$ cat config.mk
export PLATFORM = sky130hd
export DESIGN_NAME = debounced_press_updown_counter
export DESIGN_NICKNAME = d
export VERILOG_FILES = /design/src/sv/dpc_pkg.sv /design/src/sv/debounced_press_updown_counter.sv /design/src/sv/dpc_step.sv
export SDC_FILE = /design/constraint.sdc
export NUM_CORES = 1
export LEC_CHECK = 0
export BUFFER_PORTS_ARGS = -buffer_cell sky130_fd_sc_hd__clkbuf_2
export CORE_MARGIN = 2
export CORE_UTILIZATION = 60
export CTS_CLUSTER_DIAMETER = 40
export CTS_CLUSTER_SIZE = 25
export DETAILED_ROUTE_END_ITERATION = 6
export PLACE_DENSITY = 0.88
export SLEW_MARGIN = 10
export SYNTH_ARGS = -nofsm -noshare
export SYNTH_HDL_FRONTEND = slang
export SYNTH_HIERARCHICAL = 1
export SYNTH_SLANG_ARGS = --single-unit
$ cat constraint.sdc
create_clock -name clk -period 3.7 [get_ports clk]
set_clock_uncertainty 0.1 [all_clocks]
set_input_delay 0.555 -clock clk [delete_from_list [all_inputs] [get_ports clk]]
set_output_delay 0.555 -clock clk [all_outputs]
set_load 0.02 [all_outputs]
$ cat src/sv/dpc_pkg.sv
// Shared types and constants for the debounced press up/down counter.
// No dependencies; imported by every module of the block.
package dpc_pkg;

	// Default width of the elapsed-tick counter
	localparam int TICK_WIDTH_DEF = 16;

	// Fixed field widths
	localparam int CFG_TICK_W  = 16;
	localparam int COUNT_W     = 4;
	localparam int PHASE_W     = 3;
	localparam int CFG_INDEX_W = 2;

	// Configuration register indexes
	localparam logic [CFG_INDEX_W-1:0] REG_DEBOUNCE   = 2'd0;
	localparam logic [CFG_INDEX_W-1:0] REG_LONG_PRESS = 2'd1;
	localparam logic [CFG_INDEX_W-1:0] REG_LIMIT      = 2'd2;

	// Configuration reset values
	localparam logic [CFG_TICK_W-1:0] DEBOUNCE_RESET   = 16'd40;
	localparam logic [CFG_TICK_W-1:0] LONG_PRESS_RESET = 16'd3000;
	localparam logic [COUNT_W-1:0]    LIMIT_RESET      = 4'hF;

	// Button debounce phases
	typedef enum logic [PHASE_W-1:0] {
		PH_RELEASED = 3'd0,
		PH_BOUNCING = 3'd1,
		PH_EDGE     = 3'd2,
		PH_PRESSED  = 3'd3,
		PH_LONG     = 3'd4,
		PH_RISING   = 3'd5
	} phase_t;

	// Debounce and counter control state
	typedef struct packed {
		phase_t               phase;
		logic [COUNT_W-1:0]   counter;
		logic                 counting_down;
	} ctrl_t;

endpackage

$ cat src/sv/debounced_press_updown_counter.sv
// A sample beat passes through the sample register, then the result register,
// which holds while result_stall is high. One sample per cycle is taken unless the
// result register is full and stalled, which stalls the sample side.
// Asynchronous active-low reset: phase released, tick count and counter zero,
// counting up, registers at their defaults, both registers empty.
// Depends on dpc_pkg and dpc_step.
module debounced_press_updown_counter import dpc_pkg::*; #(
	parameter int TICK_WIDTH = TICK_WIDTH_DEF
) (
	input  logic                   clk,
	input  logic                   arst_n,
	// sample channel
	input  logic                   sample_valid,
	output logic                   sample_stall,
	input  logic                   button_level,
	input  logic                   ms_tick,
	// result channel
	output logic                   result_valid,
	input  logic                   result_stall,
	output logic [COUNT_W-1:0]     count_value,
	output logic [PHASE_W-1:0]     button_phase,
	output logic                   press_pulse,
	// configuration write channel
	input  logic                   cfg_valid,
	output logic                   cfg_ready,
	input  logic [CFG_INDEX_W-1:0] cfg_index,
	input  logic [CFG_TICK_W-1:0]  cfg_data
);

	logic                  valid_s1;
	logic                  button_s1;
	logic                  tick_s1;
	ctrl_t                 ctrl_q;
	ctrl_t                 ctrl_next;
	logic [TICK_WIDTH-1:0] elapsed_q;
	logic [TICK_WIDTH-1:0] elapsed_next;
	logic                  pulse_next;
	logic [CFG_TICK_W-1:0] debounce_q;
	logic [CFG_TICK_W-1:0] long_press_q;
	logic [COUNT_W-1:0]    limit_q;
	logic                  result_valid_q;
	logic [COUNT_W-1:0]    count_q;
	logic [PHASE_W-1:0]    phase_q;
	logic                  pulse_q;
	logic                  advance;
	logic                  take;

	// Move the sample stage forward whenever the result register is free
	assign advance      = !result_valid_q || !result_stall;
	assign sample_stall = valid_s1 && !advance;
	assign take         = sample_valid && !sample_stall;
	assign cfg_ready    = 1'b1;

	// Configuration registers
	always_ff @(posedge clk or negedge arst_n) begin
		if (!arst_n) begin
			debounce_q   <= DEBOUNCE_RESET;
			long_press_q <= LONG_PRESS_RESET;
			limit_q      <= LIMIT_RESET;
		end else if (cfg_valid) begin
			unique case (cfg_index)
				REG_DEBOUNCE:   debounce_q   <= cfg_data;
				REG_LONG_PRESS: long_press_q <= cfg_data;
				REG_LIMIT:      limit_q      <= cfg_data[COUNT_W-1:0];
				default: ;
			endcase
		end
	end

	// Sample register: valid flag
	always_ff @(posedge clk or negedge arst_n) begin
		if (!arst_n)
			valid_s1 <= 1'b0;
		else if (advance || !valid_s1)
			valid_s1 <= take;
	end

	// Sample register: payload
	always_ff @(posedge clk) begin
		if (take) begin
			button_s1 <= button_level;
			tick_s1   <= ms_tick;
		end
	end

	dpc_step #(
		.TICK_WIDTH(TICK_WIDTH)
	) u_step (
		.button_level     (button_s1),
		.ms_tick          (tick_s1),
		.cur              (ctrl_q),
		.elapsed          (elapsed_q),
		.debounce_ticks   (debounce_q),
		.long_press_ticks (long_press_q),
		.count_limit      (limit_q),
		.nxt              (ctrl_next),
		.elapsed_next     (elapsed_next),
		.press_pulse      (pulse_next)
	);

	// Commit state when the sample beat moves into the result register
	always_ff @(posedge clk or negedge arst_n) begin
		if (!arst_n) begin
			ctrl_q         <= '{phase: PH_RELEASED, counter: '0, counting_down: 1'b0};
			elapsed_q      <= '0;
			result_valid_q <= 1'b0;
		end else if (advance) begin
			result_valid_q <= valid_s1;
			if (valid_s1) begin
				ctrl_q    <= ctrl_next;
				elapsed_q <= elapsed_next;
			end
		end
	end

	// Result payload; hold while stalled
	always_ff @(posedge clk) begin
		if (advance && valid_s1) begin
			count_q <= ctrl_next.counter;
			phase_q <= ctrl_next.phase;
			pulse_q <= pulse_next;
		end
	end

	assign result_valid = result_valid_q;
	assign count_value  = count_q;
	assign button_phase = phase_q;
	assign press_pulse  = pulse_q;

endmodule

$ cat src/sv/dpc_step.sv
// Next-state logic for one button sample: debounce phase, tick count, counter.
// Depends on dpc_pkg.
module dpc_step import dpc_pkg::*; #(
	parameter int TICK_WIDTH = TICK_WIDTH_DEF
) (
	input  logic                  button_level,
	input  logic                  ms_tick,
	input  ctrl_t                 cur,
	input  logic [TICK_WIDTH-1:0] elapsed,
	input  logic [CFG_TICK_W-1:0] debounce_ticks,
	input  logic [CFG_TICK_W-1:0] long_press_ticks,
	input  logic [COUNT_W-1:0]    count_limit,
	output ctrl_t                 nxt,
	output logic [TICK_WIDTH-1:0] elapsed_next,
	output logic                  press_pulse
);

	localparam int CMP_W = (TICK_WIDTH > CFG_TICK_W) ? TICK_WIDTH : CFG_TICK_W;

	logic [TICK_WIDTH-1:0] elapsed_cnt;
	logic [CMP_W-1:0]      elapsed_ext;
	logic [CMP_W-1:0]      debounce_ext;
	logic [CMP_W-1:0]      long_ext;
	logic                  step_down;
	logic [COUNT_W-1:0]    stepped;

	// Count the tick first, saturating at all ones
	always_comb begin
		elapsed_cnt = elapsed;
		if (ms_tick && (elapsed != {TICK_WIDTH{1'b1}}))
			elapsed_cnt = elapsed + TICK_WIDTH'(1);
	end

	assign elapsed_ext  = CMP_W'(elapsed_cnt);
	assign debounce_ext = CMP_W'(debounce_ticks);
	assign long_ext     = CMP_W'(long_press_ticks);

	// Ping-pong step: turn at the limit or at zero, never go below zero
	always_comb begin
		step_down = cur.counting_down;
		if (cur.counter >= count_limit)
			step_down = 1'b1;
		else if (cur.counter == '0)
			step_down = 1'b0;
		stepped = cur.counter;
		if (!step_down)
			stepped = cur.counter + COUNT_W'(1);
		else if (cur.counter != '0)
			stepped = cur.counter - COUNT_W'(1);
	end

	// Phase transitions
	always_comb begin
		nxt          = cur;
		elapsed_next = elapsed_cnt;
		press_pulse  = 1'b0;
		unique case (cur.phase)
			PH_BOUNCING: begin
				if (button_level) begin
					nxt.phase = PH_RELEASED;
				end else if (elapsed_ext >= debounce_ext) begin
					nxt.phase         = PH_EDGE;
					elapsed_next      = '0;
					press_pulse       = 1'b1;
					nxt.counter       = stepped;
					nxt.counting_down = step_down;
				end
			end
			PH_EDGE: begin
				nxt.phase = PH_PRESSED;
			end
			PH_PRESSED: begin
				if (!button_level && (elapsed_ext > long_ext))
					nxt.phase = PH_LONG;
				else if (button_level)
					nxt.phase = PH_RISING;
			end
			PH_LONG: begin
				if (button_level)
					nxt.phase = PH_PRESSED;
			end
			PH_RISING: begin
				nxt.phase = button_level ? PH_RELEASED : PH_PRESSED;
			end
			default: begin
				if (!button_level) begin
					nxt.phase    = PH_BOUNCING;
					elapsed_next = '0;
				end else begin
					nxt.phase = PH_RELEASED;
				end
			end
		endcase
	end

endmodule

; ---- Yosys cells after proc, flatten, opt, wreduce, memory -nomap -nowiden
; Index checks and enable logic that the tools add are counted.
[op_classes]
n_addsub = 3
magnitude_cmp = 3
n_eq_ne = 8
muxes = 20
n_bitwise = 2
reduce_logical = 23
[ops]
columns = cell, count
row1 = two-way mux 16 bit, 4
row2 = one-hot mux 16 bit (2 select lines), 1
row3 = "adder 16 x 1 -> 16 bit, second input constant", 1
row4 = >= comparator 16 bit, 1
row5 = greater-than comparator 16 bit, 1
row6 = "!= test 16 bit, second input constant", 1
row7 = one-hot mux 3 bit (5 select lines), 1
row8 = two-way mux 3 bit, 4
row9 = two-way mux 5 bit, 2
row10 = two-way mux 4 bit, 2
row11 = two-way mux 8 bit, 1
row12 = AND reduction 2 bit, 4
row13 = "equality test 3 x 2 -> 1 bit, second input constant", 2
row14 = "equality test 3 bit, second input constant", 2
row15 = logical NOT 1 bit, 6
row16 = logical AND 1 bit, 5
row17 = AND reduction 5 bit, 1
row18 = "adder 4 x 1 -> 4 bit, second input constant", 1
row19 = >= comparator 4 bit, 1
row20 = logical NOT 4 bit, 1
row21 = two-way mux 1 bit, 4
row22 = nonzero test 4 bit, 1
row23 = OR reduction 4 bit, 1
row24 = "subtractor 4 x 1 -> 4 bit, second input constant", 1
row25 = other kinds (8), 10
[totals]
ff_bits = 72
inputBits = 25
out_inout_bits = 11
elab_cells = 73

; ---- Depth between registers and ports, before layout
; Gate-level depths: netlist (run 1).
[logic_depth]
depth_word = 7
depth_mapped = 16
mapped_depth_nobuf = 15

; ---- Cells and area by module
; Netlist (run 1), hierarchy kept.
[modules_own_cells]
columns = mod, n_inst, cells_per_inst, area_per_inst_um2, seq_area_each_um2
row1 = debounced_press_updown_counter, 1, 147, 2673.8, 1868.0
row2 = dpc_step, 1, 264, 1799.2, 0.0

; ---- Worst setup path after synthesis (run 1)
; No wires, ideal clock.
[synth_path]
kind = flip-flop to flip-flop
from = register elapsed_q[0]
to = register ctrl_q[5] (netlist bit)
setup_ps = 125
arrival_ps = 3099
required_time_ps = 3475
setup_slack_ps = 376
path_stages_with_launch = 14
path_buffers = 0
synth_period_minus_slack_ps = 3324
path_cell_list = dfrtp_1 -> ha_1 -> and3_1 -> nand3_1 -> o21a_1 -> mux2_2 -> ha_1 -> nor2b_1 -> o211ai_1 -> a21boi_0 -> o221ai_1 -> a221o_1 -> a211o_1 -> mux2_2
[synth_rtl]
columns = item, line_no
row1 = from (decl), debounced_press_updown_counter.sv:35  ; logic [TICK_WIDTH-1:0] elapsed_q;
row2 = from (signal assigned), debounced_press_updown_counter.sv:111  ; elapsed_q <= elapsed_next;
row3 = to (signal assigned), debounced_press_updown_counter.sv:104  ; ctrl_q <= '{phase: PH_RELEASED, counter: '0, counting_down: 1'b0};
row4 = to (signal assigned), debounced_press_updown_counter.sv:110  ; ctrl_q <= ctrl_next;
row5 = to (decl), debounced_press_updown_counter.sv:33  ; ctrl_t ctrl_q;

==> insert_results.sql, run 1 <==
INSERT INTO impl_metrics (metric_group, metric, value, unit) VALUES
('run_status', 'run_status', 'complete, no violations', ''),
('sta', 'finalCriticalPeriod', '3.63', 'ns'),
('place', 'gpl.final_weighted_congestion', '0.920', ''),
('critical_path', 'critPathMaxStageDelay', '0.39', 'ns'),
('critical_path', 'critPathSlowestCell', 'sky130_fd_sc_hd__dfrtp_2', ''),
('power_and_ir_drop', 'internal-power', '1.47', 'mW'),
('grt', 'wire_length_of_the_first_global_routing_pass', '14900', 'um'),
('die', 'start_util', '61.7', '%'),
('synth', 'postSynthRegisterBits', '72', ''),
('route', 'per_cell_via_count_in_the_routed_design', '5.82', ''),
('power_and_ir_drop', 'total_switching_power', '686', 'uW'),
('die', 'die-area', '8160', 'um2'),
('synth', 'synthDominantAreaCellType', 'sky130_fd_sc_hd__dfrtp_1', ''),
('power_and_ir_drop', 'power.sequential.fraction', '46.5', '%'),
('cells_and_area', 'design.final.nets', '533', ''),
('route', 'final_antenna_net_count', '0', ''),
('synth', 'synth_async_sr_flop_share', '86.1', '%'),
('power_and_ir_drop', 'switching_power_share_of_the_total', '31.9', '%'),
('cts', 'h_tree_depth', '3', ''),
('sta', 'worst_pin_slew', '0.977', 'ns'),
('critical_path', 'worst_path_most_repeated_cell', 'sky130_fd_sc_hd__buf_4', ''),
('sta', 'maxSlewHeadroom', '34.8', '%'),
('route', 'totalWireLength', '9410', 'um'),
('synth', 'synth.top_cells.by_area', 'sky130_fd_sc_hd__dfrtp_1, sky130_fd_sc_hd__mux2_2, sky130_fd_sc_hd__ha_1', ''),
('grt', 'antenna_found_initial', '0', ''),
('critical_path', 'timing.critical_path.fanout_max', '6', ''),
('synth', 'synthesis.instances', '411', ''),
('cts', 'tritoncts', 'yes', ''),
('sta', 'drv_slew', '0', ''),
('critical_path', 'critPathBufInv', '4', ''),
('cts', 'worstSkewPairLatency', '0.35', 'ns'),
('synth', 'yosysTopAreaCellShare', '27.4', '%'),
('synth', 'yosysWarningCount', '6', ''),
('synth', 'syn-num-nets', '475', ''),
('synth', 'synth_seq_area_share', '41.8', '%'),
('die', 'die_y', '90.3', 'um'),
('cells_and_area', 'n_antenna_cell', '0', ''),
('power_and_ir_drop', 'p_comb_share', '28.4', '%'),
('route', 'route.detailed.drc', '0', ''),
('synth', 'post_synth_num_cell_types', '59', ''),
('sta', 'timing.fmax', '276', 'MHz'),
('cells_and_area', 'layout-drive-gt1-share', '39.2', '%'),
('power_and_ir_drop', 'power_frac_clock', '25.2', '%'),
('die', 'die_width', '90.3', 'um'),
('sta', 'final_hold_viol_count', '0', ''),
('grt', 'globalRoute.totalOverflow', '0', ''),
('grt', 'via_count_of_the_first_global_routing_pass', '3198', ''),
('sta', 'setup-tns-final', '0', 'ns'),
('critical_path', 'worst_setup_path_class', 'register to register', ''),
('route', 'via_count', '3333', ''),
('power_and_ir_drop', 'power_per_cell_area', '414', 'nW/um2'),
('sta', 'setup_viol', '0', ''),
('cts', 'tritoncts_num_sinks', '72', ''),
('critical_path', 'worst-endpoint-arrival', '3.77', 'ns'),
('place', 'io_buffer_count', '34', ''),
('power_and_ir_drop', 'power_leakage', '2.52', 'nW'),
('synth', 'top_cells_by_count_synth', 'sky130_fd_sc_hd__mux2_2, sky130_fd_sc_hd__inv_1, sky130_fd_sc_hd__dfrtp_1', ''),
('die', 'fp-row-count', '31', ''),
('critical_path', 'critPathRequiredTime', '3.84', 'ns'),
('critical_path', 'critPathTopFamily', 'simple AND/OR/NAND/NOR gates', ''),
('critical_path', 'crit_path_start_kind', 'register', ''),
('cells_and_area', 'area.growth.synth_to_final', '16.4', '%'),
('die', 'core_area', '7250', 'um2'),
('hold_path', 'min_path_type', 'input pin to async pin', ''),
('synth', 'edff_count_synth', '10', ''),
('synth', 'synth_ff_type', 'sky130_fd_sc_hd__dfrtp_1', ''),
('cts', 'cts_made_buffers', '9', ''),
('route', 'drt-pass1-iter-count', '5', ''),
('synth', 'synth.cell_area', '4470', 'um2'),
('grt', 'grt_use_total', '22.8', '%'),
('sta', 'finalCritPeriodShare', '98.1', '%');
==> per-stage QoR <==
| step | area, um2 | power, mW | util [%] | instances | worst slack [ns] |
|---|---|---|---|---|---|
| after detailed placement | 4760 | 1.57 | 65.7 | 544 | 0.00707 |
| after global routing | 5200 | 2.27 | 71.8 | 573 | -0.113 |
| final | 5200 | 2.15 | 71.8 | 573 | 0.0717 |
| after global placement | 4760 | 1.54 | 65.7 | 544 | 0.114 |
| after CTS | 4940 | 2.12 | 68.1 | 561 | 0.0616 |
| after floorplan | 4470 | 1.41 | - | 411 | 0.376 |
==> worst reg2reg max path, stage by stage (launching register included) <==
cell                       delay (ns)
sky130_fd_sc_hd__dfrtp_2         0.39
sky130_fd_sc_hd__and4_4          0.27
sky130_fd_sc_hd__nand4_4         0.14
sky130_fd_sc_hd__buf_4           0.18
sky130_fd_sc_hd__o21ai_1         0.16
sky130_fd_sc_hd__nor2_1          0.07
sky130_fd_sc_hd__xnor2_1         0.19
sky130_fd_sc_hd__inv_1           0.13
sky130_fd_sc_hd__ha_1            0.33
sky130_fd_sc_hd__a21oi_1         0.21
sky130_fd_sc_hd__nor3_2          0.07
sky130_fd_sc_hd__nor3_2          0.25
sky130_fd_sc_hd__o211ai_1        0.19
sky130_fd_sc_hd__buf_4           0.18
sky130_fd_sc_hd__buf_4           0.15
sky130_fd_sc_hd__a31oi_1         0.16
sky130_fd_sc_hd__a31oi_1         0.08
sky130_fd_sc_hd__mux2_4          0.28
==> final timing paths <==
kind                                     startpoint                           to  depth (start not counted)
hold reg to reg                valid_s1$_DFFE_PN0P_     result_valid$_DFFE_PN0P_                          1
max in group asynchronous                    arst_n  long_press_q[3]$_DFFE_PN1P_                          2
setup reg to reg           elapsed_q[6]$_DFFE_PN0P_        ctrl_q[4]$_DFFE_PN0P_                         17
setup / recovery           elapsed_q[6]$_DFFE_PN0P_        ctrl_q[4]$_DFFE_PN0P_                         17
min in group clk                            ms_tick            tick_s1$_DFFE_PP_                          1
hold / removal                               arst_n  long_press_q[0]$_DFFE_PN0P_                          1
==> layer usage <==
| metal | track usage (%) | share of wire [%] | up-vias |
|---|---|---|---|
| met1 | 29.4 | 42 | 1620 |
| met3 | 4.34 | 5.9 | 19 |
| met5 | 0 | 0 | - |
| met4 | 7.69 | 1.4 | 0 |
| li1 | - | - | 1567 |
| met2 | 38.7 | 51 | 127 |
==> placed cells by master (no fill, tap or decap), types with 6 or more instances in the layout <==
cell type / count
sky130_fd_sc_hd__o21ai_0: 7
sky130_fd_sc_hd__edfxtp_1: 10
sky130_fd_sc_hd__nor2_1: 27
sky130_fd_sc_hd__ha_1: 35
sky130_fd_sc_hd__dfstp_2: 13
sky130_fd_sc_hd__clkbuf_2: 34
sky130_fd_sc_hd__a21oi_1: 10
sky130_fd_sc_hd__xor2_1: 7
sky130_fd_sc_hd__dfrtp_1: 48
sky130_fd_sc_hd__buf_4: 20
sky130_fd_sc_hd__mux2_2: 60
sky130_fd_sc_hd__inv_1: 52
sky130_fd_sc_hd__xnor2_1: 6
sky130_fd_sc_hd__nand4_1: 9
sky130_fd_sc_hd__nand2_1: 17
sky130_fd_sc_hd__nand3_1: 8
sky130_fd_sc_hd__clkbuf_8: 9
==> sequential cells by signal, summed over array words and instances (netlist names), 3 cells and up <==
signal	count
ctrl_q	8
limit_q	4
button_phase	3
elapsed_q	16
long_press_q	16
count_value	4
debounce_q	16
==> area by class of cell <==
cell class	count	area, um2
clock buffers	10	128
multi-input cells	279	2520
well taps	99	124
clock inverters	6	45.0
fillers	504	2050
repair buffers	54	320
inverters	53	199
flip-flops and latches	72	1870
==> kinds of logic (layout without fill, tap and decap cells) <==
kind of cell / after synthesis / after routing / synth area share, %
adder cells (fa/ha/maj): 39 / 39 / 10.9
other: 1 / 1 / 0.0838
flip-flops: 72 / 72 / 41.8
buffers and inverters: 60 / 123 / 5.73
AO/OA/AOI/OAI: 57 / 57 / 9.51
XOR/XNOR: 15 / 15 / 2.94
multiplexers: 63 / 63 / 15.9
AND/OR/NAND/NOR: 104 / 104 / 13.1
==> power by group through the flow <==
stage / logic, mW / clock network [mW] / registers [mW]
2_1_floorplan: 0.409 / 0 / 1.00
4_1_cts: 0.566 / 0.559 / 1.00
6_report: 0.611 / 0.542 / 1.00
5_1_grt: 0.673 / 0.586 / 1.02
3_3_place_gp: 0.531 / 0 / 1.01
3_5_place_dp: 0.559 / 0 / 1.01
==> what timing repair did <==
action | in CTS | in global routing
buffers inserted | 1 | 12
hold buffers | 0 | 0
pin swaps | 1 | 16
resized for setup | 0 | 34
setup endpoints to repair | 1 | 29
Note: power is estimated with default switching activity, not from simulation.
==> inputs of run 2 (changes only) <==
- CORE_ASPECT_RATIO: unset -> 0.75
==> run 2 against run 1 <==
Net effect:
- the flow now finishes with violations (negative setup slack)
- die area is essentially flat
- core utilization is 0.67 points lower
- sequential power about the same
- count of clock-buffer cells in the layout grew 2
- design area shrank 0.34%
- combinational power grew 7.0%
- first-iteration DRC count up 140%
- non-clock buffer count grew 1
- global-route usage rose by 2.4 points
- power increased by 1.8%
- critical path type unchanged
- largest power group unchanged
- highest routed layer unchanged
==> insert_results.sql, run 2 (synthesis results as in run 1) <==
INSERT INTO impl_metrics (metric_group, metric, value, unit) VALUES
('run_status', 'run_status', 'finished, violations left', ''),
('run_status', 'failed_checks', 'negative setup slack', ''),
('cts', 'cts-hold-fix-buffers', '0', ''),
('route', 'via_count', '3523', ''),
('grt', 'pin_count_of_the_biggest_net_entering_global_routing', '44', ''),
('critical_path', 'worst_setup_path_class', 'register to register', ''),
('critical_path', 'timing.critical_path.fanout_max', '5', ''),
('cts', 'clkTransAtPathRegs', '0.08', 'ns'),
('grt', 'antenna_found_initial', '0', ''),
('critical_path', 'critPathMaxStageDelay', '0.45', 'ns'),
('critical_path', 'critical_path.endpoint_type', 'register', ''),
('cells_and_area', 'design.final.nets', '535', ''),
('sta', 'final_hold_viol_count', '0', ''),
('sta', 'finalCritPeriodShare', '105', '%'),
('sta', 'grt_setup_unrepaired', 'yes', ''),
('die', 'fp-row-count', '27', ''),
('sta', 'worst_hold_slack', '0.243', 'ns'),
('route', 'final_antenna_net_count', '0', ''),
('critical_path', 'cp_cell_sequence', 'and4_4, nand4_4, buf_4, o21bai_2, nor3_2, xnor2_1, inv_1, ha_1, nand4_1, nor2_2, o2111ai_2, o211ai_1, nand2_1, a211o_1, mux2_2', ''),
('critical_path', 'critPathRequiredTime', '3.85', 'ns'),
('power_and_ir_drop', 'pwr_total', '2.19', 'mW'),
('job', 'maxCapViolCount', '0', ''),
('cells_and_area', 'n_antenna_cell', '0', ''),
('sta', 'setup-tns-final', '-1.24', 'ns'),
('cts', 'h_tree_depth', '3', ''),
('sta', 'timing.fmax', '257', 'MHz'),
('critical_path', 'worst-endpoint-arrival', '4.04', 'ns'),
('cells_and_area', 'mostFrequentLayoutCell', 'sky130_fd_sc_hd__mux2_2', ''),
('cells_and_area', 'final_cell_count_without_fillers', '577', ''),
('critical_path', 'critPathSlowestCell', 'sky130_fd_sc_hd__o211ai_1', ''),
('place', 'place.detailed.hpwl', '6980', 'um'),
('die', 'die-area', '8170', 'um2'),
('grt', 'globalRoute.totalOverflow', '0', ''),
('power_and_ir_drop', 'power_leakage', '2.52', 'nW'),
('cells_and_area', 'reg.largest.list', 'debounce_q (16), elapsed_q (16), long_press_q (16)', ''),
('sta', 'setup_viol', '24', ''),
('die', 'die_width', '104', 'um'),
('place', 'dpl.cell_count', '542', ''),
('cts', 'clock_tree.root_cell', 'sky130_fd_sc_hd__clkbuf_8', ''),
('route', 'drt_iter0_markers', '406', ''),
('sta', 'finalCriticalPeriod', '3.89', 'ns'),
('cells_and_area', 'layout.area.seq', '1870', 'um2'),
('cts', 'cts_made_buffers', '9', ''),
('die', 'die_y', '78.8', 'um'),
('critical_path', 'critPathBufInv', '2', ''),
('hold_path', 'min_path_type', 'input pin to async pin', ''),
('sta', 'layout_setup_ws', '-0.194', 'ns'),
('critical_path', 'critPathTopFamily', 'compound AO/OA/AOI/OAI gates', ''),
('cells_and_area', 'layout-drive-gt1-share', '38.7', '%'),
('sta', 'maxSlewHeadroom', '33.6', '%'),
('power_and_ir_drop', 'ir_worst_vdd', '335', 'uV'),
('cts', 'tritoncts', 'yes', ''),
('grt', 'grt_use_total', '25.1', '%'),
('cells_and_area', 'final.fill_count', '495', ''),
('route', 'drt-pass1-iter-count', '5', ''),
('cts', 'tritoncts_num_sinks', '72', ''),
('die', 'core_area', '7300', 'um2'),
('route', 'per_cell_via_count_in_the_routed_design', '6.11', ''),
('place', 'io_buffer_count', '34', ''),
('cts', 'cts-root-to-sink-buffers', '2', ''),
('sta', 'worst_pin_slew', '0.996', 'ns'),
('sta', 'drv_slew', '0', ''),
('place', 'gpl.final_weighted_congestion', '0.935', ''),
('critical_path', 'crit_path_start_kind', 'register', ''),
('cts', 'worstSkewPairLatency', '0.37', 'ns'),
('grt', 'wire_length_of_the_first_global_routing_pass', '16000', 'um'),
('die', 'i_o_pins', '36', ''),
('cells_and_area', 'multiInputGateArea', '2510', 'um2'),
('route', 'totalWireLength', '10800', 'um'),
('power_and_ir_drop', 'power_per_cell_area', '422', 'nW/um2'),
('cells_and_area', 'final_cell_mix', 'sky130_fd_sc_hd__mux2_2, sky130_fd_sc_hd__inv_1, sky130_fd_sc_hd__dfrtp_1', ''),
('route', 'route.detailed.drc', '0', ''),
('route', 'wl_per_cell', '18.8', 'um'),
('die', 'start_util', '61.3', '%'),
('grt', 'via_count_of_the_first_global_routing_pass', '3298', ''),
('cells_and_area', 'area.growth.synth_to_final', '16.0', '%');
[run 2: timing repair]
action | CTS | global route
cloned | 0 | 1
setup buffers | 5 | 13
resized for setup | 2 | 27
pin swaps | 3 | 19
setup endpoints to repair | 1 | 29
[run 2: area by class of cell]
cell class	count	area share [%]
Clock inverter	4	0.434
Timing Repair Buffer	55	6.32
Sequential cell	72	36.0
Inverter	53	3.84
Multi-Input combinational cell	280	48.3
Clock buffer	12	2.60
Tap cell	101	2.44
[run 2: stage by stage]
| stage | setup WS [ns] | instance area [um2] | utilization, % |
|---|---|---|---|
| after floorplan | 0.376 | 4470 | - |
| after global placement | 0.109 | 4730 | 64.9 |
| after detailed placement | -0.0630 | 4730 | 64.9 |
| after CTS | 0.0150 | 4940 | 67.7 |
| after global routing | -0.322 | 5190 | 71.1 |
| final | -0.194 | 5190 | 71.1 |
[run 2: report_power, final]
group,switching [mW],internal (mW)
Clock,0.295,0.240
Sequential,0.0744,0.928
Combinational,0.353,0.301
Total,0.722,1.47
[run 2: final timing paths]
kind / startpoint / end / slack (ns) / depth (start not counted)
hold / removal: arst_n / debounce_q[1]$_DFFE_PN0P_ / 0.24 / 1
setup / recovery: elapsed_q[7]$_DFFE_PN0P_ / ctrl_q[5]$_DFFE_PN0P_ / -0.19 / 15
max in group asynchronous: arst_n / long_press_q[9]$_DFFE_PN1P_ / 2.36 / 2
min in group clk: ms_tick / tick_s1$_DFFE_PP_ / 0.27 / 1
setup reg to reg: elapsed_q[7]$_DFFE_PN0P_ / ctrl_q[5]$_DFFE_PN0P_ / -0.19 / 15
hold reg to reg: valid_s1$_DFFE_PN0P_ / result_valid$_DFFE_PN0P_ / 0.38 / 1
[run 2: routing by layer]
layer | GRT usage [%] | wire, um | up-vias
met3 | 8.21 | 924 | 66
met4 | 8.65 | 477 | 0
met5 | 0 | 0 | -
met1 | 33.6 | 4560 | 1681
met2 | 39.0 | 4880 | 210
li1 | - | - | 1566
==> inputs of run 3 (changes only) <==
- clock period: 3.7 -> 4.88 ns (I/O delays scaled with it)
==> run 3 against run 2 <==
Net effect:
- the flow now finishes without violations
- critical path depth unchanged
- combinational power down 35%
- global-route usage is 1.4 points lower
- sequential power is 24% lower
- maximum frequency down 0.82%
- core utilization down 4.0 points
- routed wire length fell by 14%
- register-to-register slack gained 1.1 ns
- power fell by 27%
- sequential share of layout area increased by 2.1 points
- critical path type unchanged
- critical endpoint unchanged
- largest power group unchanged
- highest routed layer unchanged
==> insert_results.sql, run 3 (synthesis results as in run 1) <==
INSERT INTO impl_metrics (metric_group, metric, value, unit) VALUES
('power_and_ir_drop', 'power_per_cell_area', '328', 'nW/um2'),
('sta', 'drv_slew', '0', ''),
('grt', 'pin_count_of_the_biggest_net_entering_global_routing', '63', ''),
('cells_and_area', 'mostFrequentLayoutCell', 'sky130_fd_sc_hd__mux2_2', ''),
('critical_path', 'worst_setup_path_class', 'register to register', ''),
('cts', 'cts-root-to-sink-buffers', '2', ''),
('place', 'postPlaceCellArea', '4730', 'um2'),
('cts', 'clock_tree.root_cell', 'sky130_fd_sc_hd__clkbuf_8', ''),
('critical_path', 'critPathRequiredTime', '5.01', 'ns'),
('place', 'place.detailed.hpwl', '6720', 'um'),
('cts', 'cts_made_buffers', '9', ''),
('cells_and_area', 'multiInputGateArea', '2350', 'um2'),
('die', 'die-area', '8170', 'um2'),
('place', 'dpl.cell_count', '541', ''),
('grt', 'antenna_found_initial', '0', ''),
('critical_path', 'worst-endpoint-arrival', '4.06', 'ns'),
('sta', 'maxSlewHeadroom', '41.0', '%'),
('cells_and_area', 'final_cell_count_without_fillers', '557', ''),
('cts', 'cts-hold-fix-buffers', '0', ''),
('sta', 'timing.fmax', '255', 'MHz'),
('grt', 'grt_use_total', '23.8', '%'),
('cells_and_area', 'area.growth.synth_to_final', '9.51', '%'),
('power_and_ir_drop', 'power_leakage', '2.40', 'nW'),
('power_and_ir_drop', 'ir_worst_vdd', '220', 'uV'),
('route', 'drt_iter0_markers', '254', ''),
('die', 'fp-row-count', '27', ''),
('cells_and_area', 'layout.area.seq', '1870', 'um2'),
('cells_and_area', 'layout-drive-gt1-share', '31.1', '%'),
('cts', 'h_tree_depth', '3', ''),
('cts', 'cts.repair.resized', '0', ''),
('route', 'via_count', '3244', ''),
('power_and_ir_drop', 'pwr_total', '1.60', 'mW'),
('route', 'wl_per_cell', '16.7', 'um'),
('sta', 'finalCritPeriodShare', '80.5', '%'),
('cts', 'clkTransAtPathRegs', '0.08', 'ns'),
('cts', 'tritoncts', 'yes', ''),
('job', 'maxCapViolCount', '0', ''),
('critical_path', 'crit_path_start_kind', 'register', ''),
('die', 'core_area', '7300', 'um2'),
('hold_path', 'min_path_type', 'register to register', ''),
('critical_path', 'critical_path.endpoint_type', 'register', ''),
('sta', 'finalCriticalPeriod', '3.93', 'ns'),
('sta', 'worst_pin_slew', '0.884', 'ns'),
('cells_and_area', 'final_cell_mix', 'sky130_fd_sc_hd__mux2_2, sky130_fd_sc_hd__inv_1, sky130_fd_sc_hd__dfrtp_1', ''),
('cells_and_area', 'reg.largest.list', 'debounce_q (16), elapsed_q (16), long_press_q (16)', ''),
('route', 'route.detailed.drc', '0', ''),
('sta', 'setup_viol', '0', ''),
('cells_and_area', 'n_antenna_cell', '0', ''),
('place', 'gpl.final_weighted_congestion', '0.842', ''),
('route', 'drt-pass1-iter-count', '5', ''),
('critical_path', 'timing.critical_path.fanout_max', '6', ''),
('sta', 'final_hold_viol_count', '0', ''),
('cells_and_area', 'design.final.nets', '515', ''),
('sta', 'worst_hold_slack', '0.380', 'ns'),
('sta', 'setup-tns-final', '0', 'ns'),
('grt', 'via_count_of_the_first_global_routing_pass', '3149', ''),
('die', 'die_width', '104', 'um'),
('cts', 'tritoncts_num_sinks', '72', ''),
('route', 'final_antenna_net_count', '0', ''),
('run_status', 'run_status', 'complete, no violations', ''),
('die', 'die_y', '78.8', 'um'),
('grt', 'globalRoute.totalOverflow', '0', ''),
('die', 'start_util', '61.3', '%'),
('cells_and_area', 'final_area', '4900', 'um2'),
('critical_path', 'reg2reg_setup_slack', '0.95', 'ns'),
('die', 'i_o_pins', '36', ''),
('sta', 'grt_setup_unrepaired', 'no', ''),
('grt', 'wire_length_of_the_first_global_routing_pass', '15300', 'um'),
('cts', 'cts_post_setup_buffers_inserted', '0', ''),
('cts', 'worstSkewPairLatency', '0.35', 'ns'),
('route', 'per_cell_via_count_in_the_routed_design', '5.82', ''),
('cells_and_area', 'final.fill_count', '548', ''),
('place', 'io_buffer_count', '34', ''),
('route', 'totalWireLength', '9290', 'um');
==> run 3: routing by layer <==
metal  vias up  wire, um  global-route usage, %
met1      1561      4340                   33.3
met5         -         0                      0
met4         0       184                   9.32
li1       1529         -                      -
met2       131      4150                   36.3
met3        23       613                   5.42
==> run 3: layout make-up <==
| type | instances | share of cell area, % |
|---|---|---|
| Clock buffer | 10 | 2.61 |
| Clock inverter | 6 | 0.894 |
| Inverter | 53 | 4.06 |
| Multi-Input combinational cell | 279 | 47.9 |
| Sequential cell | 72 | 38.1 |
| Tap cell | 101 | 2.58 |
| Timing Repair Buffer | 36 | 3.78 |
==> run 3: final timing paths <==
path,startpoint,end,depth (start not counted)
min in group asynchronous,arst_n,debounce_q[2]$_DFFE_PN0P_,2
hold reg to reg,valid_s1$_DFFE_PN0P_,result_valid$_DFFE_PN0P_,1
setup / recovery,elapsed_q[0]$_DFFE_PN0P_,ctrl_q[5]$_DFFE_PN0P_,15
setup reg to reg,elapsed_q[0]$_DFFE_PN0P_,ctrl_q[5]$_DFFE_PN0P_,15
max in group asynchronous,arst_n,debounce_q[8]$_DFFE_PN0P_,2
hold / removal,valid_s1$_DFFE_PN0P_,result_valid$_DFFE_PN0P_,1
==> run 3: power by group <==
group          switching (mW)  total [mW]  internal, mW
clock                   0.232       0.419         0.187
combinational           0.224       0.422         0.199
sequential             0.0596       0.763         0.704
==> run 3: critical path: stages, from the launching register on <==
cell                        delay [ns]
sky130_fd_sc_hd__dfrtp_1          0.43
sky130_fd_sc_hd__ha_1             0.20
sky130_fd_sc_hd__and3_1           0.20
sky130_fd_sc_hd__nand2_1          0.14
sky130_fd_sc_hd__o21bai_1         0.22
sky130_fd_sc_hd__nor3_1           0.25
sky130_fd_sc_hd__xnor2_1          0.21
sky130_fd_sc_hd__inv_1            0.11
sky130_fd_sc_hd__ha_1             0.28
sky130_fd_sc_hd__nand4_1          0.14
sky130_fd_sc_hd__nor2_1           0.13
sky130_fd_sc_hd__o2111ai_1        0.19
sky130_fd_sc_hd__o211ai_1         0.49
sky130_fd_sc_hd__nand2_1          0.15
sky130_fd_sc_hd__a211o_1          0.31
sky130_fd_sc_hd__mux2_2           0.27
==> run 3: metrics by stage <==
stage	setup slack, ns	util (%)
floorplan	1.56	-
global placement	1.26	64.8
detailed placement	1.10	64.8
CTS	1.03	67.1
global route	0.714	67.1
finish	0.954	67.1
